## config.mk

```make
export PLATFORM = sky130hd
export DESIGN_NAME = mqtt_rx_deframer_keepalive
export DESIGN_NICKNAME = d
export VERILOG_FILES = /design/src/sv/mqttrx_pkg.sv /design/src/sv/mqttrx_core.sv /design/src/sv/mqtt_rx_deframer_keepalive.sv
export SDC_FILE = /design/constraint.sdc
export NUM_CORES = 1
export LEC_CHECK = 0
export BUFFER_PORTS_ARGS = -buffer_cell sky130_fd_sc_hd__buf_2
export CORE_MARGIN = 3
export CORE_UTILIZATION = 40
export CTS_CLUSTER_DIAMETER = 30
export DETAILED_ROUTE_END_ITERATION = 8
export PLACE_DENSITY_LB_ADDON = 0.2
export SKIP_LAST_GASP = 1
export SLEW_MARGIN = 5
export SYNTH_ARGS = -nofsm -noshare
export SYNTH_HDL_FRONTEND = slang
export SYNTH_SLANG_ARGS = --single-unit
```

## constraint.sdc

```tcl
create_clock -name aclk -period 5.2 [get_ports aclk]
set_clock_uncertainty 0.05 [all_clocks]
set_input_delay 0 -clock aclk [delete_from_list [all_inputs] [get_ports aclk]]
set_output_delay 0 -clock aclk [all_outputs]
set_load 0.02 [all_outputs]
```

## src/sv/mqttrx_pkg.sv

```systemverilog
// shared types and codes for the mqtt receive deframer with keepalive
// no dependencies; imported by the core, the top level and the checker
package mqttrx_pkg;

    localparam int unsigned MAX_PACKET_BYTES_DEF = 128;
    localparam int unsigned LEN_W = 28;
    localparam int unsigned IDLE_W = 17;

    localparam logic [15:0] KEEPALIVE_RESET = 16'd15000;
    localparam logic [IDLE_W-1:0] IDLE_MAX = {IDLE_W{1'b1}};

    // input commands
    localparam logic [1:0] CMD_RX_BYTE = 2'd0;
    localparam logic [1:0] CMD_TICK    = 2'd1;
    localparam logic [1:0] CMD_SENT    = 2'd2;
    localparam logic [1:0] CMD_OPEN    = 2'd3;

    // result actions
    localparam logic [2:0] ACT_DELIVER  = 3'd0;
    localparam logic [2:0] ACT_PINGRESP = 3'd1;
    localparam logic [2:0] ACT_PONG     = 3'd2;
    localparam logic [2:0] ACT_PINGREQ  = 3'd3;
    localparam logic [2:0] ACT_CLOSE    = 3'd4;

    // packet types
    localparam logic [3:0] TYPE_PUBLISH  = 4'd3;
    localparam logic [3:0] TYPE_PINGREQ  = 4'd12;
    localparam logic [3:0] TYPE_PINGRESP = 4'd13;

    typedef struct packed {
        logic [2:0]       action;
        logic [3:0]       packet_type;
        logic [3:0]       header_flags;
        logic [LEN_W-1:0] remaining_length;
        logic [15:0]      topic_length;
        logic             dropped;
        logic             malformed;
    } result_t;

endpackage

```

## src/sv/mqttrx_core.sv

```systemverilog
// parser and keepalive state with the per-item step logic
// depends on mqttrx_pkg
module mqttrx_core #(
    parameter int unsigned MAX_PACKET_BYTES = mqttrx_pkg::MAX_PACKET_BYTES_DEF
) (
    input  logic                aclk,
    input  logic                aresetn,
    input  logic                step_valid,
    input  logic [1:0]          command,
    input  logic [7:0]          rx_byte,
    input  logic [15:0]         keepalive_ticks,
    output logic                res_valid,
    output mqttrx_pkg::result_t res
);
    import mqttrx_pkg::*;

    localparam logic [1:0] PH_HEADER = 2'd0;
    localparam logic [1:0] PH_LENGTH = 2'd1;
    localparam logic [1:0] PH_BODY   = 2'd2;
    localparam logic [LEN_W-1:0] MAX_LEN = LEN_W'(MAX_PACKET_BYTES);

    logic              session_reg, session_next;
    logic [1:0]        phase_reg, phase_next;
    logic [7:0]        header_reg, header_next;
    logic [2:0]        count_reg, count_next;
    logic [LEN_W-1:0]  accum_reg, accum_next;
    logic [LEN_W-1:0]  left_reg, left_next;
    logic [15:0]       cap_reg, cap_next;
    logic [IDLE_W-1:0] in_idle_reg, in_idle_next;
    logic [IDLE_W-1:0] out_idle_reg, out_idle_next;
    logic              ping_reg, ping_next;

    logic [LEN_W-1:0]  digit;
    logic [LEN_W-1:0]  pos;
    logic [LEN_W-1:0]  left_dec;
    logic [LEN_W-1:0]  limit;
    logic [IDLE_W-1:0] in_inc, out_inc;
    logic              finish;
    logic              drop;
    logic [3:0]        ptype;

    always_comb begin
        session_next  = session_reg;
        phase_next    = phase_reg;
        header_next   = header_reg;
        count_next    = count_reg;
        accum_next    = accum_reg;
        left_next     = left_reg;
        cap_next      = cap_reg;
        in_idle_next  = in_idle_reg;
        out_idle_next = out_idle_reg;
        ping_next     = ping_reg;
        res_valid     = 1'b0;
        res           = '0;
        finish        = 1'b0;
        drop          = 1'b0;
        limit         = '0;
        ptype         = header_reg[7:4];

        unique case (count_reg[1:0])
            2'd0: digit = {21'b0, rx_byte[6:0]};
            2'd1: digit = {14'b0, rx_byte[6:0], 7'b0};
            2'd2: digit = {7'b0, rx_byte[6:0], 14'b0};
            2'd3: digit = {rx_byte[6:0], 21'b0};
            default: digit = '0;
        endcase
        pos      = accum_reg - left_reg;
        left_dec = left_reg - LEN_W'(1);
        in_inc   = (in_idle_reg == IDLE_MAX) ? in_idle_reg : in_idle_reg + IDLE_W'(1);
        out_inc  = (out_idle_reg == IDLE_MAX) ? out_idle_reg : out_idle_reg + IDLE_W'(1);

        if (step_valid) begin
            if (command == CMD_OPEN) begin
                session_next  = 1'b1;
                phase_next    = PH_HEADER;
                header_next   = '0;
                count_next    = '0;
                accum_next    = '0;
                left_next     = '0;
                cap_next      = '0;
                in_idle_next  = '0;
                out_idle_next = '0;
                ping_next     = 1'b0;
            end else if (session_reg) begin
                if (command == CMD_SENT) begin
                    out_idle_next = '0;
                end else if (command == CMD_TICK) begin
                    in_idle_next  = in_inc;
                    out_idle_next = out_inc;
                    if (in_inc > {1'b0, keepalive_ticks} ||
                        out_inc > {1'b0, keepalive_ticks}) begin
                        res_valid = 1'b1;
                        if (ping_reg) begin
                            session_next = 1'b0;
                            res.action   = ACT_CLOSE;
                        end else begin
                            in_idle_next  = '0;
                            out_idle_next = '0;
                            ping_next     = 1'b1;
                            res.action    = ACT_PINGREQ;
                        end
                    end
                end else if (phase_reg == PH_HEADER) begin
                    header_next = rx_byte;
                    count_next  = '0;
                    accum_next  = '0;
                    left_next   = '0;
                    cap_next    = '0;
                    phase_next  = PH_LENGTH;
                end else if (phase_reg == PH_LENGTH) begin
                    if (count_reg >= 3'd4) begin
                        // a fifth length digit ends the packet as malformed
                        res_valid            = 1'b1;
                        res.action           = ACT_DELIVER;
                        res.packet_type      = header_reg[7:4];
                        res.header_flags     = header_reg[3:0];
                        res.remaining_length = accum_reg;
                        res.malformed        = 1'b1;
                        phase_next           = PH_HEADER;
                        header_next          = '0;
                        count_next           = '0;
                        accum_next           = '0;
                        left_next            = '0;
                        cap_next             = '0;
                    end else begin
                        accum_next = accum_reg + digit;
                        count_next = count_reg + 3'd1;
                        if (!rx_byte[7]) begin
                            if (accum_next == '0) begin
                                finish = 1'b1;
                            end else begin
                                left_next  = accum_next;
                                phase_next = PH_BODY;
                            end
                        end
                    end
                end else begin
                    if (pos == '0) begin
                        cap_next = {rx_byte, 8'h00};
                    end else if (pos == LEN_W'(1)) begin
                        cap_next = {cap_reg[15:8], rx_byte};
                    end
                    left_next = left_dec;
                    if (left_dec == '0) begin
                        finish = 1'b1;
                    end
                end
            end
        end

        if (finish) begin
            // total bytes = header + length digits + body
            limit = MAX_LEN - LEN_W'(count_next) - LEN_W'(1);
            drop  = accum_next > limit;
            res_valid            = 1'b1;
            res.action           = ACT_DELIVER;
            res.packet_type      = ptype;
            res.header_flags     = header_reg[3:0];
            res.remaining_length = accum_next;
            res.dropped          = drop;
            if (ptype == TYPE_PUBLISH && accum_next >= LEN_W'(2)) begin
                res.topic_length = cap_next;
            end
            if (!drop) begin
                in_idle_next = '0;
                if (ptype == TYPE_PINGREQ) begin
                    res.action = ACT_PINGRESP;
                end else if (ptype == TYPE_PINGRESP) begin
                    ping_next  = 1'b0;
                    res.action = ACT_PONG;
                end
            end
            phase_next  = PH_HEADER;
            header_next = '0;
            count_next  = '0;
            accum_next  = '0;
            left_next   = '0;
            cap_next    = '0;
        end
    end

    always_ff @(posedge aclk) begin
        if (!aresetn) begin
            session_reg  <= 1'b0;
            phase_reg    <= PH_HEADER;
            header_reg   <= '0;
            count_reg    <= '0;
            accum_reg    <= '0;
            left_reg     <= '0;
            cap_reg      <= '0;
            in_idle_reg  <= '0;
            out_idle_reg <= '0;
            ping_reg     <= 1'b0;
        end else begin
            session_reg  <= session_next;
            phase_reg    <= phase_next;
            header_reg   <= header_next;
            count_reg    <= count_next;
            accum_reg    <= accum_next;
            left_reg     <= left_next;
            cap_reg      <= cap_next;
            in_idle_reg  <= in_idle_next;
            out_idle_reg <= out_idle_next;
            ping_reg     <= ping_next;
        end
    end

endmodule

```

## src/sv/mqtt_rx_deframer_keepalive.sv

```systemverilog
// Receive deframer for MQTT fixed headers with keepalive supervision. Each transfer on the
// s_ side carries a received byte, a time tick, a sent-packet notice or a session-open
// event; finished packets and keepalive actions leave on the m_ side, at most one per
// transfer. An accepted item sits in the input register and is worked by the step logic
// once the result register is free or draining, and the result register loads at the
// next clock edge; one item is taken every cycle while the m_ side keeps up, and only a
// stalled result register holds back the input. keepalive_ticks is written through
// cfg_wr_en / cfg_wr_data; the user must write it only while no item is in flight, as
// the block does not enforce this. Depends on mqttrx_pkg and mqttrx_core.
module mqtt_rx_deframer_keepalive #(
    parameter int unsigned MAX_PACKET_BYTES = mqttrx_pkg::MAX_PACKET_BYTES_DEF
) (
    input  logic                          aclk,
    input  logic                          aresetn,
    input  logic                          cfg_wr_en,
    input  logic [15:0]                   cfg_wr_data,
    input  logic                          s_valid,
    output logic                          s_ready,
    input  logic [1:0]                    s_command,
    input  logic [7:0]                    s_rx_byte,
    output logic                          m_valid,
    input  logic                          m_ready,
    output logic [2:0]                    m_action,
    output logic [3:0]                    m_packet_type,
    output logic [3:0]                    m_header_flags,
    output logic [mqttrx_pkg::LEN_W-1:0]  m_remaining_length,
    output logic [15:0]                   m_topic_length,
    output logic                          m_dropped,
    output logic                          m_malformed
);
    import mqttrx_pkg::*;

    logic [15:0] keepalive_reg;
    logic        in_valid_reg;
    logic [1:0]  in_command_reg;
    logic [7:0]  in_byte_reg;
    logic        out_valid_reg;
    result_t     out_reg;
    logic        step;
    logic        res_valid;
    result_t     res;

    // step when an item waits and the result register is free or draining
    assign step    = in_valid_reg && (!out_valid_reg || m_ready);
    assign s_ready = !in_valid_reg || step;

    mqttrx_core #(
        .MAX_PACKET_BYTES(MAX_PACKET_BYTES)
    ) u_core (
        .aclk            (aclk),
        .aresetn         (aresetn),
        .step_valid      (step),
        .command         (in_command_reg),
        .rx_byte         (in_byte_reg),
        .keepalive_ticks (keepalive_reg),
        .res_valid       (res_valid),
        .res             (res)
    );

    always_ff @(posedge aclk) begin
        if (!aresetn) begin
            keepalive_reg <= KEEPALIVE_RESET;
            in_valid_reg  <= 1'b0;
            out_valid_reg <= 1'b0;
        end else begin
            if (cfg_wr_en) begin
                keepalive_reg <= cfg_wr_data;
            end
            if (s_ready) begin
                in_valid_reg <= s_valid;
            end
            if (step) begin
                out_valid_reg <= res_valid;
            end else if (m_ready) begin
                out_valid_reg <= 1'b0;
            end
        end
    end

    always_ff @(posedge aclk) begin
        if (s_valid && s_ready) begin
            in_command_reg <= s_command;
            in_byte_reg    <= s_rx_byte;
        end
        if (step && res_valid) begin
            out_reg <= res;
        end
    end

    assign m_valid            = out_valid_reg;
    assign m_action           = out_reg.action;
    assign m_packet_type      = out_reg.packet_type;
    assign m_header_flags     = out_reg.header_flags;
    assign m_remaining_length = out_reg.remaining_length;
    assign m_topic_length     = out_reg.topic_length;
    assign m_dropped          = out_reg.dropped;
    assign m_malformed        = out_reg.malformed;

endmodule

```

==> results.py, run 1 <==
metrics = {
    "floorplan": {
        "initial_core_util": 0.4092,
        "fp.dieH_um": 206.0,
        "rows": 72,
        "ios": 90,
        "die-area_mm2": 0.04243,
        "die_w_um": 206.0,
        "core_area_mm2": 0.03910,
    },
    "critical_path": {
        "worstPathMaxFanout": 9,
        "end_kind": "register",
        "cp-start-kind": "register",
        "reg2reg_depth": 24,
        "worstSetupStartpoint": "u_core.count_reg[1]",
        "slowest_delay_ns": 0.48,
        "cp_top_family": "compound AO/OA/AOI/OAI gates",
        "cp_num_cells": 24,
        "cp_slowest_cell": "nor3_1",
        "worstPathCellList": "inv_1, ha_1, nor2b_2, and2_1, ha_1, buf_4, a21oi_1, o21ai_1, buf_4, nor3_1, nor3_1, o32a_1, ha_1, nand3_1, nor2_1, nand2_1, o221ai_1, a21oi_1, nor2_1, o21ai_1, buf_4, a21o_4, buf_12, a311oi_1",
        "worstReg2RegStart": "u_core.count_reg[1]",
        "crit_required_ns": 5.64,
        "path_class": "register to register",
        "worstPathArrival_ns": 5.49,
        "path_buf_inv": 5,
    },
    "timing": {
        "period_share": 0.9723,
        "hold_viol": 0,
        "drv_slew": 0,
        "max_freq_mhz": 197.8,
        "max-slew-margin-rel": 0.1258,
        "grt_setup_unrepaired": "no",
        "period_minus_slack_ns": 5.056,
        "tightest_slew_ns": 1.308,
        "setup_viol": 0,
    },
    "cells_and_area": {
        "nNetsFinal": 2454,
        "postLayoutCellArea_mm2": 0.02078,
        "final_cells": 2855,
        "syn_to_final_growth_pct": 29.89,
        "drive_above_1_share": 0.1857,
        "diodes": 0,
        "fin_util": 0.5315,
    },
    "power": {
        "clockPowerShare": 0.593,
        "internal-power_mw": 4.143,
        "seq_power_share": 0.301,
        "ir_drop_uv": 220.7,
        "share_comb_of_total_power": 0.105,
        "swShare": 0.2653,
        "p_switching_mw": 1.496,
        "p_leak_nw": 8.893,
        "power_density_mw_per_mm2": 271.4,
    },
    "logic_synthesis": {
        "synth-async-reset-ratio": 0,
        "synth_area_mm2": 0.01600,
        "syn_area_per_cell_um2": 8.040,
        "yosysSeqAreaShare": 0.2997,
        "synth_seq_cells": 206,
        "synth_ff_type": "dfxtp_1",
        "synth_cell_types": 97,
        "synth_cells": 1990,
        "synth-edff-count": 67,
        "ys_warn_count": 0,
    },
    "detailed_routing": {
        "wl_met1_mm": 27.78,
        "drc": 0,
        "dr_wl_met3_mm": 6.123,
        "antenna_left": 0,
        "firstDrtPassIters": 5,
        "initialDrtViolationCount": 1568,
        "via_count": 17115,
        "top_layer": "met5",
        "wl_per_cell_um": 22.93,
        "wl_met2_mm": 28.07,
        "viasPerCell": 5.995,
        "wl_mm": 65.46,
    },
    "cts": {
        "clk_pin_slew_ns": 0.04,
        "clock_latency_ns": 0.58,
        "clock_path_buffers": 3,
        "clockRootBuffer": "clkbuf_16",
        "clock_sinks": 206,
        "cts_max_level": 2,
        "numCtsBuffers": 55,
        "tritoncts": "built",
    },
    "hold_path": {
        "min_from": "s_rx_byte[5]",
        "hp-class": "input pin to register",
        "hold_path_depth": 2,
    },
    "placed_design": {
        "dp.cells": 2691,
        "portBuffers": 89,
        "gp_congestion": 1.012,
        "dpl_cell_area_mm2": 0.01807,
        "dp_hpwl_mm": 50.41,
    },
    "status": {
        "status": "completed",
    },
    "global_routing": {
        "grt_remaining_overflow": 0,
        "grt_pass1_wl_mm": 96.74,
        "grt_pass1_vias": 16031,
        "grt_max_degree": 51,
        "antenna_found_initial": 5,
        "gr-usage-all-layers": 0.3004,
    },
    "flow_run": {
        "max_cap_violations": 0,
    },
}
worst reg2reg max path: cells and delay by family, from the launching register on:
family / cells / cell delay [ns]
buf+inv: 5 / 0.72
simple gates: 8 / 1.39
compound gates: 8 / 1.60
flops: 1 / 0.32
fa+ha+maj: 3 / 0.87
metrics by stage:
step / power, mW / setup slack [ns] / setup TNS (ns) / hold WS, ns
2_1_floorplan: 2.043 / 0.2992 / 0 / 0.04887
6_report: 5.640 / 0.1443 / 0 / 0.08875
3_5_place_dp: 2.261 / -0.2912 / -1.406 / 0.1292
3_3_place_gp: 2.257 / -0.2511 / -0.5160 / 0.1280
4_1_cts: 5.646 / 0.07709 / 0 / 0.06623
5_1_grt: 5.810 / 0.001162 / 0 / 0.09161
layer usage:
layer,vias to the layer above,global-route usage
met5,-,0
met4,10,0.1428
met3,164,0.06347
met2,780,0.4556
met1,8174,0.4076
li1,7987,-
cell usage after synthesis, drive strengths merged (9+ instances only):
cell | number | area, um^2
nand2 | 203 | 762.0
a21oi | 178 | 890.9
nor2 | 172 | 648.1
dfxtp | 139 | 2783
ha | 130 | 1627
nor3 | 94 | 525.5
o21ai | 93 | 465.5
inv | 85 | 319.1
nand3 | 71 | 355.3
edfxtp | 67 | 2012
and2 | 61 | 381.6
clkbuf | 57 | 217.7
xnor2 | 54 | 473.0
nand4 | 42 | 292.8
nor2b | 41 | 256.5
buf | 31 | 191.4
a21o | 30 | 226.5
a22o | 28 | 245.2
a211oi | 27 | 212.7
o211ai | 27 | 202.7
a22oi | 25 | 187.7
and3 | 23 | 143.9
or3 | 22 | 137.6
mux2i | 21 | 210.2
nand2b | 21 | 131.4
a31oi | 20 | 125.1
nor4 | 19 | 155.2
xor2 | 18 | 157.7
o21a | 15 | 112.6
nand3b | 14 | 105.1
o2111ai | 13 | 113.9
o31ai | 12 | 103.9
o22ai | 9 | 56.30
power groups by stage:
stage	sequential [mW]	combinational (mW)	clock, mW
after floorplan	1.72	0.324	0
after global placement	1.73	0.529	0
after detailed placement	1.73	0.534	0
after CTS	1.70	0.571	3.38
after global routing	1.70	0.632	3.48
final	1.70	0.595	3.35
worst paths after layout:
check                                               to  slack [ns]
worst max-delay path            u_core.in_idle_reg[10]        0.14
worst min-delay path                    in_byte_reg[5]        0.09
worst max register to register  u_core.in_idle_reg[10]        0.14
worst min register to register    u_core.header_reg[1]        0.40
area by class of cell:
class	instances	area (um^2)
tap	518	648.1
fill	3697	18320
inverter	86	322.8
clock inverter	25	266.5
sequential	206	4796
timing repair buffer	315	2404
multi-input combinational	1627	10750
clock buffer	78	1594
cells by family after synthesis:
group,count (synthesis),synth area share
AND/OR/NAND/NOR,819,0.2627
other,1,0.0002344
flip-flops,206,0.2997
multiplexers,22,0.01384
buffers and inverters,174,0.04575
adder cells (fa/ha/maj),132,0.1042
AO/OA/AOI/OAI,564,0.2342
XOR/XNOR,72,0.03941
layout by cell type (no fill, tap or decap), types with 18 or more instances in the layout:
cell type / synthesis / layout
ha_1: 130 / 122
nand4_1: 40 / 40
conb_1: 1 / 18
a211oi_1: 25 / 24
and3_1: 23 / 23
edfxtp_1: 67 / 67
a22o_1: 28 / 28
nand3_1: 71 / 71
or3_1: 22 / 20
nor3_1: 83 / 82
a21oi_1: 178 / 172
xor2_1: 18 / 18
mux2i_1: 21 / 21
xnor2_1: 54 / 53
o211ai_1: 27 / 27
and2_1: 61 / 61
nand2b_1: 21 / 21
inv_1: 85 / 83
dlygate4sd3_1: 0 / 53
nand2_1: 203 / 200
a21o_1: 29 / 28
nor2_1: 171 / 168
buf_4: 7 / 161
a31oi_1: 20 / 19
dfxtp_1: 139 / 138
a22oi_1: 25 / 24
nor2b_1: 41 / 40
buf_2: 15 / 89
o21ai_0: 89 / 83
clkbuf_16: 0 / 57
timing repair:
action / CTS / global route
pin swaps: 1 / 7
gates cloned: 0 / 1
gates resized for setup: 4 / 48
endpoints found under the hold margin: 29 / 0
endpoints found under the setup margin: 24 / 93
hold buffers: 53 / 0
setup buffers: 3 / 4
Power figures use the tool's default switching activity.
==> run 2: changes to the inputs <==
--- a/config.mk
+++ b/config.mk
@@ -10,7 +10,7 @@
 export CORE_UTILIZATION = 40
 export CTS_CLUSTER_DIAMETER = 30
 export DETAILED_ROUTE_END_ITERATION = 8
-export PLACE_DENSITY_LB_ADDON = 0.2
+export PLACE_DENSITY = 0.57
 export SKIP_LAST_GASP = 1
 export SLEW_MARGIN = 5
 export SYNTH_ARGS = -nofsm -noshare
==> constraint.sdc (replaced) <==
create_clock -name aclk -period 5.2 [get_ports aclk]
set_clock_uncertainty 0.05 [all_clocks]
set_input_delay 0.78 -clock aclk [delete_from_list [all_inputs] [get_ports aclk]]
set_output_delay 0.78 -clock aclk [all_outputs]
set_load 0.02 [all_outputs]
==> run 2 against run 1 <==
Register-to-register slack is essentially flat. Wire length shrank 2.9%. Cell area shrank 2.1%. First-iteration DRC count grew 5.0%. Maximum frequency grew 0.13%. Die area is the same. Worst hold slack gained 0.25 ns. Critical path depth grew 2. Sequential cell count is the same. Sequential share of layout area grew 0.48 points. Critical path type unchanged. Largest cell class unchanged. Largest power group unchanged.
==> results.py, run 2 (same netlist as run 1, synthesis figures left out) <==
metrics = {
    "flow_run": {
        "max_cap_violations": 0,
    },
    "detailed_routing": {
        "drc": 0,
        "antenna_left": 0,
        "via_count": 16838,
        "wl_mm": 63.58,
        "initialDrtViolationCount": 1646,
        "dr_wl_met3_mm": 5.309,
        "viasPerCell": 5.996,
        "wl_per_cell_um": 22.64,
        "top_layer": "met5",
        "wl_met1_mm": 28.64,
        "firstDrtPassIters": 5,
        "wl_met2_mm": 27.05,
    },
    "power": {
        "total_power_mw": 5.533,
        "ir_drop_uv": 227.2,
        "power_density_mw_per_mm2": 271.9,
        "p_switching_mw": 1.490,
        "clockPowerShare": 0.595,
        "seq_power_share": 0.307,
        "internal-power_mw": 4.043,
        "share_comb_of_total_power": 0.098,
        "p_leak_nw": 8.741,
        "swShare": 0.2693,
    },
    "hold_path": {
        "holdPathEnd": "in_byte_reg[6]",
        "hold_path_depth": 1,
        "hp-class": "input pin to register",
        "min_from": "s_rx_byte[6]",
    },
    "critical_path": {
        "path_buf_inv": 6,
        "reg2reg_slack_ns": 0.15,
        "path_class": "register to register",
        "cp_top_family": "compound AO/OA/AOI/OAI gates",
        "end_kind": "register",
        "cp_slowest_cell": "or4b_4",
        "cp-start-kind": "register",
        "rr_endpoint": "u_core.in_idle_reg[6]",
        "worstPathMaxFanout": 9,
        "worstReg2RegStart": "u_core.count_reg[0]",
        "reg2reg_depth": 26,
        "slowest_delay_ns": 0.57,
        "cpMostUsedCell": "buf_4",
        "worstPathArrival_ns": 5.47,
        "crit_required_ns": 5.62,
    },
    "timing": {
        "tightest_slew_ns": 1.175,
        "max-slew-margin-rel": 0.2139,
        "period_minus_slack_ns": 5.049,
        "setup_viol": 0,
        "period_share": 0.9710,
        "drv_slew": 0,
        "max_freq_mhz": 198.1,
        "grt_setup_unrepaired": "yes",
        "hold_viol": 0,
    },
    "cells_and_area": {
        "drive_above_1_share": 0.1983,
        "diodes": 0,
        "seq_area_mm2": 0.004795,
        "layout_common_cells": "nand2_1 (202), a21oi_1 (175), buf_4 (172)",
        "syn_to_final_growth_pct": 27.21,
        "final_cells": 2808,
        "final_common_cell": "nand2_1",
        "nFillCells": 3766,
        "nNetsFinal": 2408,
        "multi_input_area_mm2": 0.01085,
    },
    "placed_design": {
        "gp_congestion": 1.032,
        "portBuffers": 89,
        "dp_hpwl_mm": 49.41,
        "dp.cells": 2699,
    },
    "cts": {
        "clock_sinks": 206,
        "tritoncts": "built",
        "cts_hold_buf": 0,
        "numCtsBuffers": 53,
        "clock_path_buffers": 3,
        "cts_max_level": 2,
        "clk_pin_slew_ns": 0.04,
        "clock_latency_ns": 0.60,
        "clockRootBuffer": "clkbuf_16",
    },
    "floorplan": {
        "fp.dieH_um": 206.0,
        "ios": 90,
        "rows": 72,
        "die-area_mm2": 0.04243,
        "initial_core_util": 0.4092,
        "core_area_mm2": 0.03910,
        "die_w_um": 206.0,
    },
    "status": {
        "status": "completed",
    },
    "global_routing": {
        "antenna_found_initial": 1,
        "grt_pass1_vias": 15872,
        "grt_pass1_wl_mm": 94.74,
        "grt_max_degree": 59,
        "gr-usage-all-layers": 0.2910,
        "grt_remaining_overflow": 0,
    },
}
-- run 2: cell count changes in the layout (fill, tap and decap cells not counted), moves of 6 or more --
cell	previous run	this run
buf_4	161	172
clkbuf_1	11	5
clkbuf_8	11	2
clkinv_4	2	9
dlygate4sd3_1	53	0
-- run 2: how the worst max path moves through the flow --
stage	start	end	slack (ns)	depth (start not counted)
5_1_grt	in_command_reg[1]	u_core.in_idle_reg[6]	-0.06	27
3_5_place_dp	u_core.count_reg[0]	u_core.in_idle_reg[6]	-0.02	25
2_1_floorplan	m_ready	u_core.in_idle_reg[12]	0.14	25
4_1_cts	u_core.count_reg[0]	u_core.in_idle_reg[6]	0.02	24
3_3_place_gp	u_core.count_reg[0]	u_core.in_idle_reg[10]	0.04	26
6_report	u_core.count_reg[0]	u_core.in_idle_reg[6]	0.15	26
-- run 2: final cells by class --
| class | count | share of cell area |
|---|---|---|
| clock inverters | 40 | 0.02207 |
| multi-input cells | 1628 | 0.5330 |
| inverters | 86 | 0.01586 |
| repair buffers | 270 | 0.09425 |
| flip-flops and latches | 206 | 0.2356 |
| well taps | 518 | 0.03185 |
| clock buffers | 60 | 0.06744 |
-- run 2: through the flow --
stage / worst slack (ns) / area (um^2) / TNS [ns] / util / hold slack (ns)
global placement: 0.04110 / 18120 / 0 / 0.4636 / 0.3910
floorplan: 0.1413 / 16060 / 0 / - / 0.3773
detailed placement: -0.01766 / 18120 / -0.01766 / 0.4636 / 0.3926
CTS: 0.01661 / 19960 / 0 / 0.5106 / 0.3088
global route: -0.06420 / 20350 / -0.7162 / 0.5205 / 0.3152
finish: 0.1510 / 20350 / 0 / 0.5205 / 0.3398
-- run 2: timing repair --
| action | in CTS | in global routing |
|---|---|---|
| buffers inserted | 1 | 5 |
| gates cloned | 0 | 3 |
| pin swaps | 0 | 13 |
| resized for setup | 4 | 59 |
| endpoints found under the setup margin | 5 | 138 |
| hold endpoints to repair | 0 | 0 |
-- run 2: metal layers --
layer	up-vias	GRT usage
li1	7910	-
met1	8073	0.4153
met2	708	0.4353
met3	145	0.05198
met4	2	0.1149
met5	-	0
-- run 2: power by group through the flow --
| stage | sequential [mW] | combinational (mW) | clock [mW] |
|---|---|---|---|
| 6_report | 1.70 | 0.542 | 3.29 |
| 3_5_place_dp | 1.73 | 0.520 | 0 |
| 4_1_cts | 1.70 | 0.522 | 3.34 |
| 5_1_grt | 1.70 | 0.581 | 3.43 |
| 3_3_place_gp | 1.73 | 0.516 | 0 |
| 2_1_floorplan | 1.72 | 0.324 | 0 |
==> run 3: changes to the inputs <==
--- a/config.mk
+++ b/config.mk
@@ -8,9 +8,11 @@
 export BUFFER_PORTS_ARGS = -buffer_cell sky130_fd_sc_hd__buf_2
 export CORE_MARGIN = 3
 export CORE_UTILIZATION = 40
+export CTS_BUF_LIST = sky130_fd_sc_hd__clkbuf_2 sky130_fd_sc_hd__clkbuf_4 sky130_fd_sc_hd__clkbuf_8
 export CTS_CLUSTER_DIAMETER = 30
 export DETAILED_ROUTE_END_ITERATION = 8
 export PLACE_DENSITY = 0.57
+export SETUP_SLACK_MARGIN = 0.05
 export SKIP_LAST_GASP = 1
 export SLEW_MARGIN = 5
 export SYNTH_ARGS = -nofsm -noshare
==> run 3 against run 2 <==
Cell area decreased by 2.7%. Core utilization decreased by 1.4 points. Highest routed layer unchanged. Non-clock buffer count increased by 3. Critical path type unchanged.
==> results.py, run 3 (same netlist as run 1, synthesis figures left out) <==
metrics = {
    "floorplan": {
        "initial_core_util": 0.4092,
        "die_w_um": 206.0,
        "die-area_mm2": 0.04243,
        "ios": 90,
        "core_area_mm2": 0.03910,
        "rows": 72,
        "fp.dieH_um": 206.0,
    },
    "critical_path": {
        "end_kind": "register",
        "path_buf_inv": 6,
        "cp-start-kind": "register",
        "worstReg2RegStart": "u_core.count_reg[0]",
        "path_class": "register to register",
        "cp_top_family": "compound AO/OA/AOI/OAI gates",
        "reg2reg_slack_ns": 0.19,
        "worstPathArrival_ns": 5.48,
        "worstPathMaxFanout": 9,
        "crit_required_ns": 5.67,
        "rr_endpoint": "u_core.in_idle_reg[10]",
        "slowest_delay_ns": 0.57,
        "reg2reg_depth": 26,
        "cp_slowest_cell": "or4b_4",
        "cpMostUsedCell": "buf_4",
    },
    "detailed_routing": {
        "wl_per_cell_um": 22.68,
        "firstDrtPassIters": 6,
        "viasPerCell": 5.997,
        "drc": 0,
        "wl_mm": 63.69,
        "antenna_left": 0,
        "initialDrtViolationCount": 1591,
        "via_count": 16840,
    },
    "hold_path": {
        "min_from": "s_rx_byte[6]",
        "hold_path_depth": 1,
        "hp-class": "input pin to register",
        "holdPathEnd": "in_byte_reg[6]",
    },
    "cells_and_area": {
        "final_common_cell": "nand2_1",
        "postLayoutCellArea_mm2": 0.01980,
        "drive_above_1_share": 0.2052,
        "nFillCells": 3824,
        "layout_common_cells": "nand2_1 (202), a21oi_1 (174), buf_4 (173)",
        "diodes": 0,
        "syn_to_final_growth_pct": 23.73,
        "nNetsFinal": 2411,
        "multi_input_area_mm2": 0.01089,
        "seq_area_mm2": 0.004795,
        "fin_util": 0.5063,
        "final_cells": 2808,
    },
    "status": {
        "status": "completed",
    },
    "placed_design": {
        "portBuffers": 89,
        "dp_hpwl_mm": 49.41,
        "dp_slack_ns": -0.01766,
        "dpl_cell_area_mm2": 0.01812,
        "dp.cells": 2699,
        "gp_congestion": 1.032,
    },
    "cts": {
        "clockRootBuffer": "clkbuf_8",
        "clock_latency_ns": 0.65,
        "numCtsBuffers": 53,
        "cts_hold_buf": 0,
        "clock_path_buffers": 3,
        "clk_pin_slew_ns": 0.05,
        "tritoncts": "built",
        "clock_sinks": 206,
        "cts_max_level": 2,
    },
    "timing": {
        "hold_viol": 0,
        "tightest_slew_ns": 1.201,
        "grt_setup_unrepaired": "yes",
        "period_share": 0.9635,
        "setup_viol": 0,
        "max-slew-margin-rel": 0.1967,
        "drv_slew": 0,
        "fin_ws_ns": 0.1900,
        "period_minus_slack_ns": 5.010,
        "max_freq_mhz": 199.6,
    },
    "power": {
        "ir_drop_uv": 156.5,
        "p_leak_nw": 8.454,
        "power_density_mw_per_mm2": 226.4,
    },
    "global_routing": {
        "grt_pass1_vias": 15824,
        "grt_pass1_wl_mm": 94.22,
        "grt_remaining_overflow": 0,
        "gr-usage-all-layers": 0.2901,
        "antenna_found_initial": 1,
        "grt_max_degree": 59,
    },
    "flow_run": {
        "max_cap_violations": 0,
    },
}
[run 3: report_power, final]
group | total [mW] | leakage (nW) | switching (mW) | internal, mW
clock network | 2.24 | 0.594 | 0.908 | 1.33
logic | 0.542 | 6.01 | 0.350 | 0.192
registers | 1.70 | 1.85 | 0.0241 | 1.67
[run 3: layout make-up]
class | count | area share
clock buffer | 64 | 0.04197
timing repair buffer | 273 | 0.09886
clock inverter | 33 | 0.01789
inverter | 86 | 0.01631
multi-input combinational | 1628 | 0.5500
tap | 518 | 0.03274
sequential | 206 | 0.2422
[run 3: per-stage QoR]
stage	TNS, ns	hold slack (ns)	total power, mW
after floorplan	0	0.3773	2.043
after global placement	0	0.3910	2.245
after detailed placement	-0.01766	0.3926	2.250
after CTS	0	0.2502	4.506
after global routing	0	0.2671	4.639
final	0	0.3020	4.481
[run 3: worst max-delay path by stage]
stage | slack, ns | startpoint | cells after the start | endpoint
2_1_floorplan | 0.14 | m_ready | 25 | u_core.in_idle_reg[12]
3_3_place_gp | 0.04 | u_core.count_reg[0] | 26 | u_core.in_idle_reg[10]
3_5_place_dp | -0.02 | u_core.count_reg[0] | 25 | u_core.in_idle_reg[6]
4_1_cts | 0.05 | u_core.count_reg[1] | 22 | u_core.in_idle_reg[6]
5_1_grt | 0.0008 | in_command_reg[0] | 25 | u_core.in_idle_reg[6]
6_report | 0.19 | u_core.count_reg[0] | 26 | u_core.in_idle_reg[10]
[run 3: repair_timing]
| item | in CTS | in global routing |
|---|---|---|
| gates cloned | 0 | 4 |
| endpoints found under the setup margin | 17 | 143 |
| setup buffers | 1 | 7 |
| pin swaps | 0 | 15 |
| gates resized for setup | 3 | 74 |
[run 3: per-layer routing]
metal / wire length (um) / up-vias / share of wire / track usage
met5: 13 / - / 0.00020 / 0
met4: 2865 / 2 / 0.045 / 0.1227
met3: 5405 / 158 / 0.085 / 0.05371
met2: 26870 / 760 / 0.42 / 0.4313
met1: 28540 / 8016 / 0.45 / 0.4116
li1: - / 7904 / - / -
